`src/hw/rtl/mkdt_pkg.sv`:
```
// ----------------------------------------------------------------------------
// mkdt_pkg
// Shared types and constants for the keyed device table: command and status
// codes, the request broadcast to every cell and the token that walks the chain.
// ----------------------------------------------------------------------------
package mkdt_pkg;

	localparam int TABLE_ENTRIES_DEF = 40;

	localparam int CMD_W    = 2;
	localparam int MAC_W    = 48;
	localparam int RSSI_W   = 8;
	localparam int SEEN_W   = 32;
	localparam int SER_W    = 64;
	localparam int STATUS_W = 3;
	localparam int SLOT_W   = 6;

	typedef enum logic [CMD_W-1:0] {
		CMD_UPSERT = 2'd0,
		CMD_STORE  = 2'd1,
		CMD_LOOKUP = 2'd2
	} cmd_t;

	typedef enum logic [STATUS_W-1:0] {
		STAT_UPDATED   = 3'd0,
		STAT_INSERTED  = 3'd1,
		STAT_FULL      = 3'd2,
		STAT_STORED    = 3'd3,
		STAT_KEPT      = 3'd4,
		STAT_NOT_FOUND = 3'd5,
		STAT_FOUND     = 3'd6
	} status_t;

	// request held at the top while a token walks the chain
	typedef struct packed {
		cmd_t                     cmd;
		logic [MAC_W-1:0]         mac;
		logic signed [RSSI_W-1:0] rssi;
		logic [SEEN_W-1:0]        seen;
		logic [SER_W-1:0]         ser_lo;   // already trimmed after first NUL
		logic [SER_W-1:0]         ser_hi;
		logic                     ser_empty;
	} req_t;

	// token handed from cell to cell; carries the result once resolved
	typedef struct packed {
		logic              live;
		logic              done;
		status_t           status;
		logic [SLOT_W-1:0] slot;
		logic [SER_W-1:0]  flo;
		logic [SER_W-1:0]  fhi;
	} tok_t;

endpackage

```
`src/hw/rtl/mkdt_cell.sv`:
```
// ----------------------------------------------------------------------------
// mkdt_cell
// One table entry. Resolves the passing token on an address match or at the
// first unused entry, otherwise hands it on unchanged in the next cycle.
// ----------------------------------------------------------------------------
module mkdt_cell #(
	parameter int CELL_ID = 0
) (
	input  logic           clk,
	input  logic           arst_n,
	input  mkdt_pkg::req_t req,
	input  mkdt_pkg::tok_t tok_in,
	output mkdt_pkg::tok_t tok_out
);

	localparam logic [mkdt_pkg::SLOT_W-1:0] CELL_SLOT = CELL_ID[mkdt_pkg::SLOT_W-1:0];

	logic                              used_q;
	logic                              has_serial_q;
	logic [mkdt_pkg::MAC_W-1:0]        addr_q;
	logic signed [mkdt_pkg::RSSI_W-1:0] strength_q;
	logic [mkdt_pkg::SEEN_W-1:0]       seen_q;
	logic [mkdt_pkg::SER_W-1:0]        ser_lo_q;
	logic [mkdt_pkg::SER_W-1:0]        ser_hi_q;
	mkdt_pkg::tok_t                    tok_q;
	mkdt_pkg::tok_t                    tok_n;

	logic wr_new;
	logic wr_sight;
	logic wr_serial;

	// Entries fill lowest first and are never freed, so the first unused
	// entry ends the search: no match can sit beyond it.
	always_comb begin
		tok_n     = tok_in;
		wr_new    = 1'b0;
		wr_sight  = 1'b0;
		wr_serial = 1'b0;
		if (tok_in.live && !tok_in.done) begin
			if (!used_q) begin
				tok_n.done = 1'b1;
				if (req.cmd == mkdt_pkg::CMD_UPSERT) begin
					wr_new       = 1'b1;
					tok_n.status = mkdt_pkg::STAT_INSERTED;
					tok_n.slot   = CELL_SLOT;
				end else begin
					tok_n.status = mkdt_pkg::STAT_NOT_FOUND;
				end
			end else if (addr_q == req.mac) begin
				tok_n.done = 1'b1;
				case (req.cmd)
					mkdt_pkg::CMD_UPSERT: begin
						wr_sight     = 1'b1;
						tok_n.status = mkdt_pkg::STAT_UPDATED;
						tok_n.slot   = CELL_SLOT;
					end
					mkdt_pkg::CMD_STORE: begin
						tok_n.slot = CELL_SLOT;
						if (!has_serial_q && !req.ser_empty) begin
							wr_serial    = 1'b1;
							tok_n.status = mkdt_pkg::STAT_STORED;
						end else begin
							tok_n.status = mkdt_pkg::STAT_KEPT;
						end
					end
					mkdt_pkg::CMD_LOOKUP: begin
						if (has_serial_q) begin
							tok_n.status = mkdt_pkg::STAT_FOUND;
							tok_n.slot   = CELL_SLOT;
							tok_n.flo    = ser_lo_q;
							tok_n.fhi    = ser_hi_q;
						end else begin
							tok_n.status = mkdt_pkg::STAT_NOT_FOUND;
						end
					end
					default: begin
						tok_n.status = mkdt_pkg::STAT_NOT_FOUND;
					end
				endcase
			end
		end
	end

	always_ff @(posedge clk or negedge arst_n) begin
		if (!arst_n) begin
			used_q       <= 1'b0;
			has_serial_q <= 1'b0;
			tok_q        <= '0;
		end else begin
			tok_q <= tok_n;
			if (wr_new) begin
				used_q       <= 1'b1;
				has_serial_q <= 1'b0;
			end
			if (wr_serial) begin
				has_serial_q <= 1'b1;
			end
		end
	end

	always_ff @(posedge clk) begin
		if (wr_new) begin
			addr_q <= req.mac;
		end
		if (wr_new || wr_sight) begin
			strength_q <= req.rssi;
			seen_q     <= req.seen;
		end
		if (wr_serial) begin
			ser_lo_q <= req.ser_lo;
			ser_hi_q <= req.ser_hi;
		end
	end

	assign tok_out = tok_q;

endmodule

```
`config.mk`:
```
export PLATFORM = sky130hd
export DESIGN_NAME = mkdt_cell
export DESIGN_NICKNAME = d
export VERILOG_FILES = /design/src/hw/rtl/mkdt_pkg.sv /design/src/hw/rtl/mkdt_cell.sv
export SDC_FILE = /design/constraint.sdc
export NUM_CORES = 1
export LEC_CHECK = 0
export BUFFER_PORTS_ARGS = -buffer_cell sky130_fd_sc_hd__buf_2
export CAP_MARGIN = 20
export CORE_AREA = 2 2 191 193
export DETAILED_ROUTE_END_ITERATION = 16
export DIE_AREA = 0 0 193 195
export GPL_ROUTABILITY_DRIVEN = 0
export PLACE_DENSITY_LB_ADDON = 0.15
export SYNTH_ARGS = -nofsm -noshare
export SYNTH_HDL_FRONTEND = slang
export SYNTH_SLANG_ARGS = --single-unit
```
`constraint.sdc`:
```
create_clock -name clk -period 7 [get_ports clk]
set_input_delay 0.35 -clock clk [delete_from_list [all_inputs] [get_ports clk]]
set_output_delay 0.35 -clock clk [all_outputs]
set_load 0.01 [all_outputs]
```
# Word level (Yosys, flattened, before mapping)
# Index checks and enable logic that the tools add are counted.
# Widths: inputs -> output; s select.
op_classes:
  mux: 22
  reduce_logical: 8
  n_eq_ne: 3
op_table:
  columns: ["op", "count"]
  rows:
  - ["$mux 138", 2]
  - ["$mux 128", 2]
  - ["$mux 134", 1]
  - ["$eq 48x48->1", 1]
  - ["$pmux 6 s2", 1]
  - ["$mux 1", 10]
  - ["$mux 10", 1]
  - ["$pmux 3 s3", 1]
  - ["$mux 3", 2]
  - ["$mux 6", 1]
  - ["$logic_not 1->1", 3]
  - ["$eq 2x1->1 const B", 1]
  - ["$eq 2x2->1 const B", 1]
  - ["$logic_and 1x1->1", 2]
  - ["$logic_not 2->1", 1]
  - ["$mux 2", 1]
  - ["$reduce_bool 2->1", 1]
  - ["$reduce_or 2->1", 1]
totals:
  output_inout_bits: 139
  inputBits: 360
  word_cells: 44
  regBits: 317

# Depth between registers and ports, before layout
# Gate-level depths: netlist of the first run.
depth:
  word_depth: 8
  mapped_depth: 7
  ltp_nobuf: 6

# Worst setup path before layout of the first run
# Ideal clock, no wire load.
synth_timing:
  kind: "flip-flop to flip-flop"
  start: "register addr_q[30] in the netlist's numbering"
  end: "register ser_hi_q[0] in the netlist's numbering (enable)"
  t_arrival_ns: 6.959
  setup_time_ns: 0.617
  n_path_buf: 0
  path_stages_with_launch: 7
  setup_slack_ns: -0.576
  synth_period_minus_slack_ns: 7.576
  t_required_ns: 6.383
  path_cell_list: "edfxtp_1 xor2_1 nor4_1 nand4_1 nor3_1 nand3_1 nor2_1"
synth_between:
  elab_chain_cells: 4
synth_rtl:
  columns: ["element", "line", "source"]
  rows:
  - ["start: declaration", "mkdt_cell.sv:20", "logic [mkdt_pkg::MAC_W-1:0] addr_q;"]
  - ["start signal: assignment", "mkdt_cell.sv:103", "addr_q <= req.mac;"]
  - ["$eq 48x48->1", "mkdt_cell.sv:49", "end else if (addr_q == req.mac) begin"]
  - ["$mux 1", "mkdt_cell.sv:49", null]
  - ["$mux 1", "mkdt_cell.sv:40", "if (!used_q) begin"]
  - ["$mux 1", "mkdt_cell.sv:39", "if (tok_in.live && !tok_in.done) begin"]
  - ["via wr_serial", "mkdt_cell.sv:30", "logic wr_serial;"]
  - ["end signal: assignment", "mkdt_cell.sv:111", "ser_hi_q <= req.ser_hi;"]
  - ["end: declaration", "mkdt_cell.sv:24", "logic [mkdt_pkg::SER_W-1:0] ser_hi_q;"]
# The timed path passes the listed nets, and every way through them passes these cells.
# A chain may end at the register's enable or synchronous reset.

# Worst setup path after layout of the first run
layout_timing:
  start: "register addr_q[44] in the netlist's numbering"
  end: "register ser_hi_q[49] in the netlist's numbering (enable)"
# The elaborated chain is that of the path after synthesis.

==> results of run 1 <==
-- power by group --
part	switching [mW]	leakage, nW	internal (mW)
clock	0.751	0.621	1.21
sequential	0.0102	3.22	2.01
combinational	0.129	3.20	0.172
total	0.890	7.04	3.39
-- registers in the layout, summed over array words and instances (netlist names) --
register      count
tok_out         139
ser_hi_q         64
ser_lo_q         64
addr_q           48
has_serial_q      1
used_q            1
-- final timing paths --
check / startpoint / to / slack, ps / depth (start not counted)
setup / recovery: addr_q[44] / ser_hi_q[49] / 3690 / 7
hold / removal: req[128] / ser_lo_q[63] / 30 / 1
setup reg to reg: addr_q[44] / ser_hi_q[49] / 3690 / 7
hold reg to reg: ser_lo_q[53] / tok_out[117] / 470 / 1
max in group asynchronous: arst_n / tok_out[89] / 5060 / 3
min in group asynchronous: arst_n / tok_out[51] / 420 / 2
-- logic make-up after synthesis --
logic type	share of synthesized area, %
AO/OA/AOI/OAI	0.6758
XOR/XNOR	3.723
buffers and inverters	1.673
flip-flops	78.04
multiplexers	12.94
AND/OR/NAND/NOR	2.947
-- final cells by class --
class | instances | area (µm²) | share of cell area (%)
diodes | 10 | 25.02 | 0.1511
clock buffers | 51 | 1060 | 6.399
clock inverters | 15 | 182.7 | 1.103
inverters | 3 | 11.26 | 0.06799
multi-input cells | 245 | 2298 | 13.88
flip-flops and latches | 317 | 8813 | 53.21
well taps | 461 | 576.8 | 3.483
repair buffers | 589 | 3595 | 21.70
-- critical path, stage by stage, from the launching register on --
cell,delay [ps]
edfxtp_1,370
xor2_1,160
nor4_1,390
nand4_1,150
nor3_1,730
nand3_1,300
nor2_4,190
buf_4,570
-- cells in the final DEF, fill, tap and decap left out, drive strengths merged, types with 4 or more instances in the layout --
cell type,instances
o21ai,5
clkbuf,51
buf,464
dlygate4sd3,125
and2,6
diode,10
bufinv,4
mux2,128
nand2,4
clkinv,10
edfxtp,176
dfrtp,141
nand4,6
xor2,48
nor4,24
nand2b,4
inv,4
-- metal layers --
| layer | track usage (%) | wire length (µm) |
|---|---|---|
| met1 | 18.55 | 11910 |
| met2 | 27.21 | 15320 |
| met3 | 6.129 | 3074 |
| met4 | 6.790 | 944 |
| met5 | 0 | 57 |
-- timing repair --
action | CTS | global route
hold buffers | 124 | 1
setup endpoints to repair | 0 | 0
hold endpoints to repair | 195 | 1
-- stage by stage --
step | util [%] | area [µm²] | worst slack, ps
detailed placement | 39.67 | 14040 | 3554
global route | 46.78 | 16560 | 3403
floorplan | - | 11300 | 1576
CTS | 46.69 | 16530 | 3651
global placement | 39.67 | 14040 | 3514
finish | 46.79 | 16560 | 3689
==> run summary, run 1 <==
Slew headroom: 33.53%
Final Max Tran Viols: 0
CP Capture Type: register
YS warnings: 0
Unrepaired setup endpoints after global routing: false
Minimum clock period: 3311 ps
Max clock buf depth: 3
Mapped Nets: 939
Port bufs: 458
CTS H-tree depth: 2
Setup violators final: 0
Final Instance Count excl. Fillers: 1691
Crit path max fanout: 52
Post-synth cell types: 27
Synth top area cells: edfxtp_1, dfrtp_1, mux2_2
Seq/Total Area, Yosys: 78.04%
CTS Buf Count: 36
PostCTS Resize Cnt: 0
Leak: 7.045 nW
Total congestion overflow: 0
Net count, final: 1552
Hold Worst Slack: 34.04 ps
Share of the synthesized area in the top cell type: 46.80%
Max cap viols: 0
Syn Area/Cell: 19.50 µm²
Drt drc: 0
CTS tree: done
Pwr Density: 258.7 mW/mm²
Chip width: 193 µm
Post-DRT Antenna Nets: 0
DRT iter0 DRCs: 187
Status: complete, no violations
Fraction of layout cells with a size suffix above 1: 53.61%
Setup TNS: 0 ps
Ports: 499
Pwr Total: 4.284 mW
Number of flops mapped to enable cells by yosys: 176
Least-Margin Pin Slew: 997.1 ps
Hpwl dp: 22240 µm
CTS sink count: 317
Setup crit start kind: register
Crit path DAT: 3460 ps
Die height: 195 µm
Tcrit/Tclk final: 47.30%
Mapped Cells: 579
Largest net degree at the start of global routing: 74
Initial antenna violation count: 15
Final number of hold-violating endpoints: 0
# Post-CTS Setup Buffers: 0
Post-synth ARST share: 44.48%
HP Class: in2reg
Core Area: 0.03540 mm²
Root buf cell: clkbuf_16
VDD IR max: 0.1822 mV
Leading area contributor after synthesis: edfxtp_1
Vias in the first global route: 7901
Via density: 4.304
DIE AREA: 0.03764 mm²
Layout area overhead: 46.65%
Wire per inst: 18.51 µm
Cell Rows: 69
Peak Freq: 302.0 MHz
GRT Total Usage: 16.24%
Inst Count DP: 1490
Fillers: 3235
Post-route clock skew: 15.61 ps
Vias: 7278
Initial Utilization: 31.91%
Synth Flop Type: edfxtp_1
CP Class: reg2reg
Commonest cells post-synth: edfxtp_1, dfrtp_1, mux2_2
Clock latency on the worst-skew pair: 520 ps
First drt pass iteration count: 4
First-pass GRT wire length: 45970 µm
Synthesized area: 0.01129 mm²
Worst path required time: 7150 ps
Top-count cell post-synth: edfxtp_1
Synthesized flop and latch total: 317
Worst-path clk slew: 60 ps
WL final: 31300 µm
Note: power is estimated with default switching activity, not from simulation.
==> inputs of run 2 (changes only) <==
--- a/config.mk
+++ b/config.mk
@@ -5,11 +5,12 @@
 export SDC_FILE = /design/constraint.sdc
 export NUM_CORES = 1
 export LEC_CHECK = 0
+export ABC_AREA = 1
 export BUFFER_PORTS_ARGS = -buffer_cell sky130_fd_sc_hd__buf_2
 export CAP_MARGIN = 20
-export CORE_AREA = 2 2 191 193
+export CORE_AREA = 2 2 195 197
 export DETAILED_ROUTE_END_ITERATION = 16
-export DIE_AREA = 0 0 193 195
+export DIE_AREA = 0 0 197 199
 export GPL_ROUTABILITY_DRIVEN = 0
 export PLACE_DENSITY_LB_ADDON = 0.15
 export SYNTH_ARGS = -nofsm -noshare
==> constraint.sdc (replaced) <==
create_clock -name clk -period 3.1 [get_ports clk]
set_input_delay 0.155 -clock clk [delete_from_list [all_inputs] [get_ports clk]]
set_output_delay 0.155 -clock clk [all_outputs]
set_load 0.01 [all_outputs]
==> run 2 against run 1 <==
Synthesized cell count is 97% higher. Largest power group unchanged. Non-clock buffer count up 206. Clock-buffer cell count is 1 lower. Sequential power grew 130%. Utilization up 6.3 points. Clock skew grew 6.5 ps. Flip-flop and latch count unchanged. Worst hold slack improved by 7.7 ps. First-iteration DRC count is 96% higher. Combinational power grew to 3.1 times the previous value. Clock power rose by 130%. Worst setup slack lost 3100 ps.
==> run summary, run 2 <==
Status: complete, no violations
Pwr Density: 509.1 mW/mm² (+97%)
CP Class: reg2reg
Max FFs per register: 139 (unchanged)
Most frequent CP cell: nand2_1
Worst path required time: 3330 ps (-3820 ps)
Clock latency on the worst-skew pair: 560 ps (+40 ps)
Cells on worst reg2reg path: 10 (+3)
Final Instance Count excl. Fillers: 2451 (+45%)
WL final: 37300 µm (+19%)
Post-layout util: 53.07% (+6.3 points)
Max cap viols: 0 (unchanged)
Total congestion overflow: 0 (unchanged)
Cell Rows: 71 (+2.9%)
VDD IR max: 0.4502 mV (+150%)
CTS Buf Count: 36 (unchanged)
Post-synth ARST share: 44.48% (unchanged)
Wire per inst: 15.22 µm (-18%)
CTS sink count: 317 (unchanged)
Unrepaired setup endpoints after global routing: false
Max clock buf depth: 3 (unchanged)
Commonest cells post-synth: nand2_1, inv_1, edfxtp_1
Synth top area cells: edfxtp_1, dfrtp_1, nand2_1
Hold path startpoint: req[217]
Pwr Total: 10.03 mW (+130%)
Fraction of layout cells with a size suffix above 1: 27.24% (-26 points)
Slew headroom: 50.54% (+17 points)
Layout area overhead: 59.54%
Largest net degree at the start of global routing: 79 (+6.8%)
Mapped Nets: 1502 (+60%)
Crit Reg-Reg Startpoint: addr_q[14]
Seq/Total Area, Yosys: 71.35% (-6.7 points)
Via density: 4.180 (-2.9%)
CTS H-tree depth: 2 (unchanged)
Setup crit start kind: register
YS warnings: 0 (unchanged)
Leading area contributor after synthesis: edfxtp_1
Hold Worst Slack: 41.73 ps (+7.687 ps)
Tcrit/Tclk final: 81.50% (+34 points)
Critical path origin: addr_q[14]
Post-route clock skew: 22.08 ps (+6.475 ps)
Post-synth cell types: 21 (-22%)
Initial antenna violation count: 3 (-12)
Final number of hold-violating endpoints: 0 (unchanged)
Port bufs: 458 (unchanged)
Worst Hold Depth: 5 (+4)
Setup WS pre-CTS: 532.3 ps (-3022 ps)
Least-Margin Pin Slew: 741.9 ps (-255.1 ps)
Core Area: 0.03713 mm² (+4.9%)
Crit path max fanout: 34 (-35%)
Final Max Tran Viols: 0 (unchanged)
Hpwl dp: 25460 µm (+14%)
Root buf cell: clkbuf_16
Syn Area/Cell: 10.82 µm² (-45%)
Vias in the first global route: 10810 (+37%)
Synthesized flop and latch total: 317 (unchanged)
Minimum clock period: 2526 ps (-784.5 ps)
Ports: 499 (unchanged)
Post-DRT Antenna Nets: 0 (unchanged)
Leak: 9.735 nW (+38%)
Synth Flop Type: edfxtp_1
CP cell instances: xnor2_1 -> nand2_1 -> nor2_1 -> nand2_1 -> nor2_1 -> nand2_1 -> nor2_4 -> nand2_2 -> nor2_4 -> buf_12
DRT iter0 DRCs: 367 (+96%)
Number of flops mapped to enable cells by yosys: 176 (unchanged)
Inst Count DP: 2065 (+39%)
Mapped Cells: 1142 (+97%)
Worst-path clk slew: 60 ps (about the same)
CTS tree: done
GRT Total Usage: 18.96% (+2.7 points)
DIE AREA: 0.03920 mm² (+4.2%)
Slowest cell delay on critical path: 460 ps (-270 ps)
Synthesized area: 0.01235 mm² (+9.4%)
Crit path DAT: 2760 ps (-700 ps)
Most common cell after layout, fill and taps aside: buf_2
First drt pass iteration count: 6 (+2)
Post-route setup slack: 573.6 ps (-3116 ps)
Peak Freq: 395.8 MHz (+31%)
First-pass GRT wire length: 56890 µm (+24%)
Vias: 10250 (+41%)
CP Capture Type: register
Final Cell Area: 0.01971 mm² (+19%)
Setup TNS: 0 ps (unchanged)
Die height: 199 µm (+2.1%)
Net count, final: 2307 (+49%)
Initial Utilization: 33.26% (+1.4 points)
HP Class: in2reg
Drt drc: 0 (unchanged)
Slowest CP cell: nor2_4
Chip width: 197 µm (+2.1%)
Top-count cell post-synth: nand2_1
Share of the synthesized area in the top cell type: 42.79% (-4.0 points)
Setup violators final: 0 (unchanged)
Dpl cell area: 0.01527 mm² (+8.7%)
Most frequent cells in the layout: buf_2, dlygate4sd3_1, nand2_1, inv_1, edfxtp_1
-- run 2: cell count changes after synthesis, moves of 6 or more --
| cell | previous run | this run |
|---|---|---|
| nand2_1 | 4 | 297 |
| o21ai_0 | 5 | 11 |
| nand3_1 | 1 | 10 |
| buf_6 | 6 | 17 |
| mux2_2 | 128 | 0 |
| clkbuf_8 | 8 | 0 |
| o21ai_1 | 0 | 100 |
| inv_1 | 3 | 245 |
| and2_1 | 6 | 0 |
| xor2_1 | 48 | 5 |
| nor4_1 | 24 | 0 |
| nor2_1 | 3 | 100 |
| buf_2 | 0 | 10 |
| xnor2_1 | 0 | 16 |
-- run 2: worst paths after layout --
path	end	slack [ps]
hold / removal	tok_out[134]	40
setup / recovery	ser_hi_q[45]	570
hold reg to reg	tok_out[33]	480
min in group asynchronous	tok_out[85]	180
max in group asynchronous	tok_out[27]	2130
setup reg to reg	ser_hi_q[45]	570
-- run 2: worst max-delay path: cells and delay by family, from the launching register on --
family        cells  cell delay [ps]
flops             1              380
simple gates      8             1240
buf+inv           1              280
xor+xnor          1              270
-- run 2: area by class of cell --
type	count	area [µm²]
inverters	245	919.6
multi-input cells	552	2400
fillers	3282	17430
diodes	2	5.005
flip-flops and latches	317	8813
clock inverters	16	236.5
repair buffers	795	5724
clock buffers	50	1015
well taps	474	593.1
-- run 2: power by group --
group	total (mW)	internal (mW)	leakage [nW]	switching, mW
registers	4.57	4.55	3.22	0.0240
clock network	4.51	2.73	0.606	1.78
logic	0.947	0.547	5.91	0.400
-- run 2: repair_timing --
action                    in CTS  in global routing
hold endpoints to repair     385                  0
buffers inserted               0                  0
hold buffers                 318                  0
gates resized for setup        0                  0
-- run 2: logic make-up (layout without fill, tap and decap cells) --
| group | count (synthesis) | after routing | synth area share [%] |
|---|---|---|---|
| AO/OA/AOI/OAI | 117 | 117 | 4.832 |
| other | 0 | 2 | 0 |
| XOR/XNOR | 21 | 21 | 1.489 |
| buffers and inverters | 273 | 1106 | 9.431 |
| flip-flops | 317 | 317 | 71.35 |
| AND/OR/NAND/NOR | 414 | 414 | 12.90 |
-- run 2: layer usage --
| layer | vias up | share of wire (%) | wire [µm] | track usage [%] |
|---|---|---|---|---|
| met5 | - | 0.035 | 13 | 0 |
| met4 | 2 | 3.1 | 1151 | 7.435 |
| met3 | 64 | 6.9 | 2591 | 5.527 |
| met2 | 332 | 51 | 19170 | 34.00 |
| met1 | 4707 | 39 | 14370 | 21.23 |
| li1 | 5140 | - | - | - |
